**config.mk**
```make
export PLATFORM = sky130hd
export DESIGN_NAME = accel_pickup_detector_unit
export DESIGN_NICKNAME = d
export VERILOG_FILES = /design/src/design/apd_pkg.sv /design/src/design/apd_axis.sv /design/src/design/accel_pickup_detector_unit.sv
export SDC_FILE = /design/constraint.sdc
export NUM_CORES = 2
export LEC_CHECK = 0
export BUFFER_PORTS_ARGS = -buffer_cell sky130_fd_sc_hd__buf_2
export CORE_MARGIN = 4
export CORE_UTILIZATION = 55
export DETAILED_ROUTE_END_ITERATION = 7
export GPL_ROUTABILITY_DRIVEN = 0
export GPL_TIMING_DRIVEN = 0
export PLACE_DENSITY_LB_ADDON = 0.08
export RECOVER_POWER = 100
export SLEW_MARGIN = 20
export SYNTH_ARGS = -nofsm -noshare
export SYNTH_HDL_FRONTEND = slang
export SYNTH_SLANG_ARGS = --single-unit
```
**constraint.sdc**
```tcl
create_clock -name clk -period 11.8 [get_ports clk]
set_input_delay 2.36 -clock clk [delete_from_list [all_inputs] [get_ports clk]]
set_output_delay 2.36 -clock clk [all_outputs]
set_load 0.1 [all_outputs]
```
**src/design/apd_pkg.sv**
```systemverilog
`default_nettype none

package apd_pkg;

    // field widths
    localparam int SAMPLE_W  = 16;
    localparam int PEAK_W    = 16;
    localparam int CFG_W     = 16;
    localparam int CFG_IDX_W = 2;

    // default samples per window
    localparam int WINDOW_DEFAULT = 5;

    // configuration register indexes
    localparam logic [CFG_IDX_W-1:0] REG_PICKUP = 2'd0;
    localparam logic [CFG_IDX_W-1:0] REG_REST   = 2'd1;

    // register reset values
    localparam logic [CFG_W-1:0] PICKUP_RESET = 16'd5000;
    localparam logic [CFG_W-1:0] REST_RESET   = 16'd100;

    // start values of the running extremes
    localparam logic signed [SAMPLE_W-1:0] SAMPLE_MAX = 16'sh7FFF;
    localparam logic signed [SAMPLE_W-1:0] SAMPLE_MIN = 16'sh8000;

    // pipeline controls shared by the axis slices
    typedef struct packed {
        logic acc_en;   // sample transfer into the accumulators
        logic close;    // that sample is the last of its window
        logic win_adv;  // closed window moves to the average stage
    } axis_ctrl_t;

endpackage

`default_nettype wire

```
**src/design/apd_axis.sv**
```systemverilog
`default_nettype none

module apd_axis #(
    parameter int WINDOW = apd_pkg::WINDOW_DEFAULT
) (
    input  wire logic                                   clk,
    input  wire logic                                   rst_n,
    input  wire apd_pkg::axis_ctrl_t                    ctrl,
    input  wire logic signed [apd_pkg::SAMPLE_W-1:0]    sample,
    output logic        [apd_pkg::PEAK_W-1:0]           peak
);

    localparam int LOG_W   = $clog2(WINDOW);
    localparam int SUM_W   = apd_pkg::SAMPLE_W + LOG_W;
    localparam int MAG_W   = SUM_W;
    localparam int SHIFT   = MAG_W + LOG_W;
    localparam int RECIP_W = MAG_W + 1;
    localparam int PROD_W  = MAG_W + RECIP_W;
    localparam int QUO_W   = PROD_W - SHIFT;
    localparam longint RECIP_L = ((64'd1 << SHIFT) + WINDOW - 1) / WINDOW;
    localparam logic [RECIP_W-1:0] RECIP = RECIP_W'(RECIP_L);
    localparam int AVG_W   = apd_pkg::SAMPLE_W + 1;
    localparam int DEV_W   = apd_pkg::SAMPLE_W + 2;
    localparam logic signed [DEV_W-1:0] PEAK_TOP = DEV_W'((1 << apd_pkg::PEAK_W) - 1);

    // running accumulators
    logic signed [apd_pkg::SAMPLE_W-1:0] acc_min_reg, acc_min_next;
    logic signed [apd_pkg::SAMPLE_W-1:0] acc_max_reg, acc_max_next;
    logic signed [SUM_W-1:0]             acc_sum_reg, acc_sum_next;

    // closed window
    logic signed [apd_pkg::SAMPLE_W-1:0] win_min_reg;
    logic signed [apd_pkg::SAMPLE_W-1:0] win_max_reg;
    logic signed [SUM_W-1:0]             win_sum_reg;

    // average stage
    logic signed [AVG_W-1:0]             avg_reg, avg_next;
    logic signed [apd_pkg::SAMPLE_W-1:0] avg_min_reg;
    logic signed [apd_pkg::SAMPLE_W-1:0] avg_max_reg;

    // divide helpers
    logic                                sum_neg;
    logic [MAG_W-1:0]                    sum_mag;
    logic [PROD_W-1:0]                   prod;
    logic [QUO_W-1:0]                    quo;
    logic signed [AVG_W-1:0]             quo_s;

    // deviation helpers
    logic signed [DEV_W-1:0]             below;
    logic signed [DEV_W-1:0]             above;
    logic signed [DEV_W-1:0]             dev;

    // running min, max and sum including the new sample
    always_comb
    begin
        acc_min_next = (sample < acc_min_reg) ? sample : acc_min_reg;
        acc_max_next = (sample > acc_max_reg) ? sample : acc_max_reg;
        acc_sum_next = acc_sum_reg + SUM_W'(sample);
    end

    always_ff @(posedge clk or negedge rst_n)
    begin
        if (!rst_n)
        begin
            acc_min_reg <= apd_pkg::SAMPLE_MAX;
            acc_max_reg <= apd_pkg::SAMPLE_MIN;
            acc_sum_reg <= '0;
        end
        else if (ctrl.acc_en)
        begin
            if (ctrl.close)
            begin
                acc_min_reg <= apd_pkg::SAMPLE_MAX;
                acc_max_reg <= apd_pkg::SAMPLE_MIN;
                acc_sum_reg <= '0;
            end
            else
            begin
                acc_min_reg <= acc_min_next;
                acc_max_reg <= acc_max_next;
                acc_sum_reg <= acc_sum_next;
            end
        end
    end

    // capture the finished window
    always_ff @(posedge clk)
    begin
        if (ctrl.acc_en && ctrl.close)
        begin
            win_min_reg <= acc_min_next;
            win_max_reg <= acc_max_next;
            win_sum_reg <= acc_sum_next;
        end
    end

    // sum / WINDOW toward zero: reciprocal multiply on the magnitude
    always_comb
    begin
        sum_neg  = win_sum_reg[SUM_W-1];
        sum_mag  = sum_neg ? MAG_W'(-win_sum_reg) : MAG_W'(win_sum_reg);
        prod     = PROD_W'(sum_mag) * PROD_W'(RECIP);
        quo      = prod[SHIFT +: QUO_W];
        quo_s    = AVG_W'(quo);
        avg_next = sum_neg ? -quo_s : quo_s;
    end

    always_ff @(posedge clk)
    begin
        if (ctrl.win_adv)
        begin
            avg_reg     <= avg_next;
            avg_min_reg <= win_min_reg;
            avg_max_reg <= win_max_reg;
        end
    end

    // larger deviation from the average, clamped to the peak range
    always_comb
    begin
        below = DEV_W'(avg_reg) - DEV_W'(avg_min_reg);
        above = DEV_W'(avg_max_reg) - DEV_W'(avg_reg);
        dev   = (below > above) ? below : above;
        if (dev < 0)
        begin
            peak = '0;
        end
        else if (dev > PEAK_TOP)
        begin
            peak = '1;
        end
        else
        begin
            peak = apd_pkg::PEAK_W'(dev);
        end
    end

endmodule

`default_nettype wire

```
**src/design/accel_pickup_detector_unit.sv**
```systemverilog
// a window's result moves through the window, average and output registers after its last sample
// throughput: one sample per cycle while in_ready is high, one result per WINDOW samples
// the window divide is a reciprocal multiply in its own stage, the threshold test in the next
// reset: thresholds return to 5000 and 100, accumulators clear, the flag goes to resting,
// and the pipeline empties
`default_nettype none

module accel_pickup_detector_unit #(
    parameter int WINDOW = apd_pkg::WINDOW_DEFAULT
) (
    input  wire logic                                  clk,
    input  wire logic                                  rst_n,
    input  wire logic                                  in_valid,
    output logic                                       in_ready,
    input  wire logic signed [apd_pkg::SAMPLE_W-1:0]   accel_x,
    input  wire logic signed [apd_pkg::SAMPLE_W-1:0]   accel_y,
    input  wire logic signed [apd_pkg::SAMPLE_W-1:0]   accel_z,
    output logic                                       out_valid,
    input  wire logic                                  out_ready,
    output logic        [apd_pkg::PEAK_W-1:0]          peak_x,
    output logic        [apd_pkg::PEAK_W-1:0]          peak_y,
    output logic        [apd_pkg::PEAK_W-1:0]          peak_z,
    output logic                                       picked_up,
    input  wire logic                                  cfg_wr_en,
    input  wire logic   [apd_pkg::CFG_IDX_W-1:0]       cfg_index,
    input  wire logic   [apd_pkg::CFG_W-1:0]           cfg_data
);

    localparam int CNT_W = (WINDOW > 1) ? $clog2(WINDOW) : 1;
    localparam logic [CNT_W-1:0] CNT_LAST = CNT_W'(WINDOW - 1);

    logic [apd_pkg::CFG_W-1:0]  pickup_reg;
    logic [apd_pkg::CFG_W-1:0]  rest_reg;
    logic [CNT_W-1:0]           count_reg;
    logic                       win_vld_reg, win_vld_next;
    logic                       avg_vld_reg, avg_vld_next;
    logic                       out_vld_reg, out_vld_next;
    logic                       held_flag_reg, held_flag_next;
    logic [apd_pkg::PEAK_W-1:0] peak_x_reg, peak_y_reg, peak_z_reg;

    logic                       out_free, avg_free, win_free;
    logic                       avg_adv, win_adv;
    logic                       take, close;
    logic                       any_high, all_low;
    logic [apd_pkg::PEAK_W-1:0] pk_x, pk_y, pk_z;
    apd_pkg::axis_ctrl_t        ctrl;

    // configuration writes
    always_ff @(posedge clk or negedge rst_n)
    begin
        if (!rst_n)
        begin
            pickup_reg <= apd_pkg::PICKUP_RESET;
            rest_reg   <= apd_pkg::REST_RESET;
        end
        else if (cfg_wr_en)
        begin
            case (cfg_index)
                apd_pkg::REG_PICKUP: pickup_reg <= cfg_data;
                apd_pkg::REG_REST:   rest_reg   <= cfg_data;
                default:             ;
            endcase
        end
    end

    // pipeline flow control
    always_comb
    begin
        out_free = !out_vld_reg || out_ready;
        avg_adv  = avg_vld_reg && out_free;
        avg_free = !avg_vld_reg || out_free;
        win_adv  = win_vld_reg && avg_free;
        win_free = !win_vld_reg || avg_free;
        in_ready = win_free;
        take     = in_valid && in_ready;
        close    = take && (count_reg == CNT_LAST);

        ctrl.acc_en  = take;
        ctrl.close   = close;
        ctrl.win_adv = win_adv;

        win_vld_next = close ? 1'b1 : (win_adv ? 1'b0 : win_vld_reg);
        avg_vld_next = win_adv ? 1'b1 : (avg_adv ? 1'b0 : avg_vld_reg);
        out_vld_next = avg_adv ? 1'b1 : (out_ready ? 1'b0 : out_vld_reg);
    end

    // per-axis accumulate, divide and deviation
    apd_axis #(.WINDOW(WINDOW)) u_axis_x (
        .clk    (clk),
        .rst_n  (rst_n),
        .ctrl   (ctrl),
        .sample (accel_x),
        .peak   (pk_x)
    );

    apd_axis #(.WINDOW(WINDOW)) u_axis_y (
        .clk    (clk),
        .rst_n  (rst_n),
        .ctrl   (ctrl),
        .sample (accel_y),
        .peak   (pk_y)
    );

    apd_axis #(.WINDOW(WINDOW)) u_axis_z (
        .clk    (clk),
        .rst_n  (rst_n),
        .ctrl   (ctrl),
        .sample (accel_z),
        .peak   (pk_z)
    );

    // hysteresis on the three peaks
    always_comb
    begin
        any_high = (pk_x > pickup_reg) || (pk_y > pickup_reg) || (pk_z > pickup_reg);
        all_low  = (pk_x < rest_reg) && (pk_y < rest_reg) && (pk_z < rest_reg);
        held_flag_next = held_flag_reg ? !all_low : any_high;
    end

    // control state
    always_ff @(posedge clk or negedge rst_n)
    begin
        if (!rst_n)
        begin
            count_reg     <= '0;
            win_vld_reg   <= 1'b0;
            avg_vld_reg   <= 1'b0;
            out_vld_reg   <= 1'b0;
            held_flag_reg <= 1'b0;
        end
        else
        begin
            if (take)
            begin
                count_reg <= close ? '0 : count_reg + 1'b1;
            end
            win_vld_reg <= win_vld_next;
            avg_vld_reg <= avg_vld_next;
            out_vld_reg <= out_vld_next;
            if (avg_adv)
            begin
                held_flag_reg <= held_flag_next;
            end
        end
    end

    // result register
    always_ff @(posedge clk)
    begin
        if (avg_adv)
        begin
            peak_x_reg <= pk_x;
            peak_y_reg <= pk_y;
            peak_z_reg <= pk_z;
        end
    end

    assign out_valid = out_vld_reg;
    assign peak_x    = peak_x_reg;
    assign peak_y    = peak_y_reg;
    assign peak_z    = peak_z_reg;
    assign picked_up = held_flag_reg;

endmodule

`default_nettype wire
```
==> results.cfg <==
[setup_path]
required_ps = 12180
worst_setup_path_end_kind = flip-flop
r2r_cells = 31
worstSetupEndpoint = u_axis_y.avg_reg[12]$_DFFE_PP_
slowest_stage = a2111oi_0
cp-start-kind = flip-flop
reg2reg_slack_ps = 1580
arrival_ps = 10600
r2r_start = u_axis_y.win_sum_reg[18]$_DFFE_PP_
cpMostUsedCell = fa_1
critPathLaunch = u_axis_y.win_sum_reg[18]$_DFFE_PP_
critPathMaxFanout = 10
slowest_delay_ps = 670
path_class = reg -> reg
r2r-end = u_axis_y.avg_reg[12]$_DFFE_PP_

[clock_tree]
clkTransAtPathRegs_ps = 60
ctsLongestPathBuffers = 3
cts_sinks = 540
numCtsBuffers = 58
cts_tree = done
h-tree-depth = 2
cts_root_buffer = clkbuf_16
post-cts-setup-buffers = 0
postCtsHoldBufs = 0
clk-insertion-delay-late_ps = 670
cts-resized-gates = 0

[grt]
overflow = 0
grtUsageMet3_pct = 2.72
track_usage_pct = 26.1
busiest_layer = met2
grt_pass1_vias = 35300
grt_start_max_net_pins = 85
antenna_found_initial = 2
use_met2_pct = 42.5
use_met1_pct = 37.7
grt_pass1_wl_mm = 195

[route]
wl_per_cell_um = 19.9
drc = 0
viasPerCell = 5.71
dr.pass1.iters = 5
ant_nets = 0
wl_mm = 124
drtIter0Drc = 2249
num_vias = 35400

[outcome]
status = finished, violations left
violations = capacitance limit, slew limit

[placement]
dp_hpwl_mm = 100
io_buffers = 121
dp.cells = 6091
placed_area_um2 = 52100

[logic_synthesis]
synth_cell_types = 90
syn-mean-instance-area_um2 = 10.4
synth_edf_count = 348
yosysWarningCount = 0
async_reset_ff_share_pct = 35.6
synthFlopType = edfxtp_1
syn_area_um2 = 49800
ys_seq_elements = 540
synth_nets = 5977
synth-seq-area-share_pct = 30.8
syn-instance-count = 4785

[timing]
period_share_pct = 86.6
rsz0062_at_grt = no
setup_viol = 0
slew_viol_final = 517
fin_worst_skew_ps = 50.9
hold_ws_ps = 406
slew_headroom_pct = -236
hold_viol_final = 0
tightest_slew_ps = 5030
fmax_ghz = 0.0979
post-route-min-period_ps = 10220

[floorplanning]
core_um2 = 89900
start_util_pct = 55.4
dieArea_um2 = 95400
die_w_um = 309
ioPinCount = 122
die_h_um = 309
num_rows = 110

[final_layout]
fin_nets = 6167
fin_cells = 6202
drive_gt1_share_pct = 6.15
syn_to_final_growth_pct = 8.06
fin_area_um2 = 53800

[min_path]
holdCritPathClass = reg -> reg

[flow_run]
maxCapViolCount = 10
-- layout by cell type (no fill, tap or decap), drive strengths merged, types with 30 or more instances in the layout --
cell,Yosys,final
a21oi,199,199
dfstp,56,56
fa,306,306
xor2,63,63
nor2b,66,66
o22a,46,46
o21ai,238,238
a22o,82,82
nand4,51,51
nand2,223,223
buf,12,65
a211oi,35,35
a31oi,35,35
ha,815,815
mux2,101,101
o31ai,30,30
inv,762,770
xnor2,194,194
edfxtp,348,348
a21o,107,107
o21a,53,53
nor3,76,76
clkbuf,79,225
nand2b,59,59
nand3,65,65
dfrtp,136,136
nor2,184,184
-- cells by family (layout without fill, tap and decap cells) --
group	after synthesis	in the layout	share of synthesized area, %
and+or+nand+nor	870	870	8.77
xor gates and xnor gates	257	257	4.54
DFF	540	540	30.8
adders and majority gates	1122	1122	32.8
AOI/OAI and AO/OA	1025	1025	14.0
buffers and inverters	854	1094	6.44
muxes	117	117	2.63
other	0	1	0
-- cell usage after synthesis, drive strengths merged, types with 15 or more instances --
cell | n | area (um^2)
nor2b | 66 | 413
dfrtp | 136 | 3400
xnor2 | 194 | 1710
o21a | 53 | 398
nand2b | 59 | 377
a21o | 107 | 803
a22o | 82 | 718
a31oi | 35 | 219
mux2 | 101 | 1140
dfstp | 56 | 1470
or3 | 26 | 168
nand2 | 223 | 837
xor2 | 63 | 552
and2 | 21 | 131
nor3 | 76 | 380
or2 | 19 | 119
o31ai | 30 | 239
o21bai | 15 | 113
mux2i | 15 | 150
o41ai | 20 | 198
edfxtp | 348 | 10500
a21oi | 199 | 1000
inv | 762 | 2860
o211ai | 18 | 140
nor2 | 184 | 691
nand3 | 65 | 325
ha | 815 | 10200
clkbuf | 79 | 297
nand4 | 51 | 319
o21ai | 238 | 1190
a211oi | 35 | 263
a311oi | 18 | 158
o31a | 18 | 158
fa | 306 | 6130
o22a | 46 | 403
nor4 | 20 | 125
and3 | 23 | 144
-- metal layers --
layer / share of wire [%] / vias up / wire length, um
met5: 0 / - / 0
met4: 2.5 / 0 / 3090
met3: 4.4 / 169 / 5390
met2: 45 / 718 / 56200
met1: 48 / 17200 / 58900
li1: - / 17300 / -
-- worst min-delay path by stage --
stage,startpoint,to,depth (start not counted),slack [ps]
finish,u_axis_y.win_min_reg[13]$_DFFE_PP_,u_axis_y.avg_min_reg[13]$_DFFE_PP_,0,410
global route,u_axis_y.win_max_reg[14]$_DFFE_PP_,u_axis_y.avg_max_reg[14]$_DFFE_PP_,0,400
CTS,u_axis_y.win_min_reg[13]$_DFFE_PP_,u_axis_y.avg_min_reg[13]$_DFFE_PP_,0,390
detailed placement,u_axis_z.win_max_reg[13]$_DFFE_PP_,u_axis_z.avg_max_reg[13]$_DFFE_PP_,0,400
global placement,u_axis_x.win_min_reg[7]$_DFFE_PP_,u_axis_x.avg_min_reg[7]$_DFFE_PP_,0,400
floorplan,u_axis_x.win_max_reg[0]$_DFFE_PP_,u_axis_x.avg_max_reg[0]$_DFFE_PP_,0,400
-- stage by stage --
step / util (%) / TNS [ps] / worst slack (ps)
floorplan: - / 0 / 2660
global placement: 57.7 / -85030 / -1010
detailed placement: 58.0 / 0 / 1620
CTS: 60.2 / 0 / 1580
global route: 59.8 / 0 / 874
finish: 59.8 / 0 / 1580
-- critical path: cells and delay by family (launching register included) --
kind                       cells  cell delay [ps]
buffers and inverters          6             1250
adders and majority gates      8             3520
DFF                            1              460
xor gates and xnor gates       3              960
AOI/OAI and AO/OA              8             2230
and+or+nand+nor                6             1490
-- cell type report --
cell class              count  area, um^2
diodes                      1        2.50
plain buffers              91         343
clock buffers              69        1570
clock inverters            41         465
fillers                  7567       36100
inverters                 763        2860
multi-input cells        3391       31200
flip-flops and latches    540       15300
well taps                1176        1470
repair buffers            130         564
Power is not shown: default switching activity piles up to over one toggle a cycle in this logic, so the estimate is an artifact.
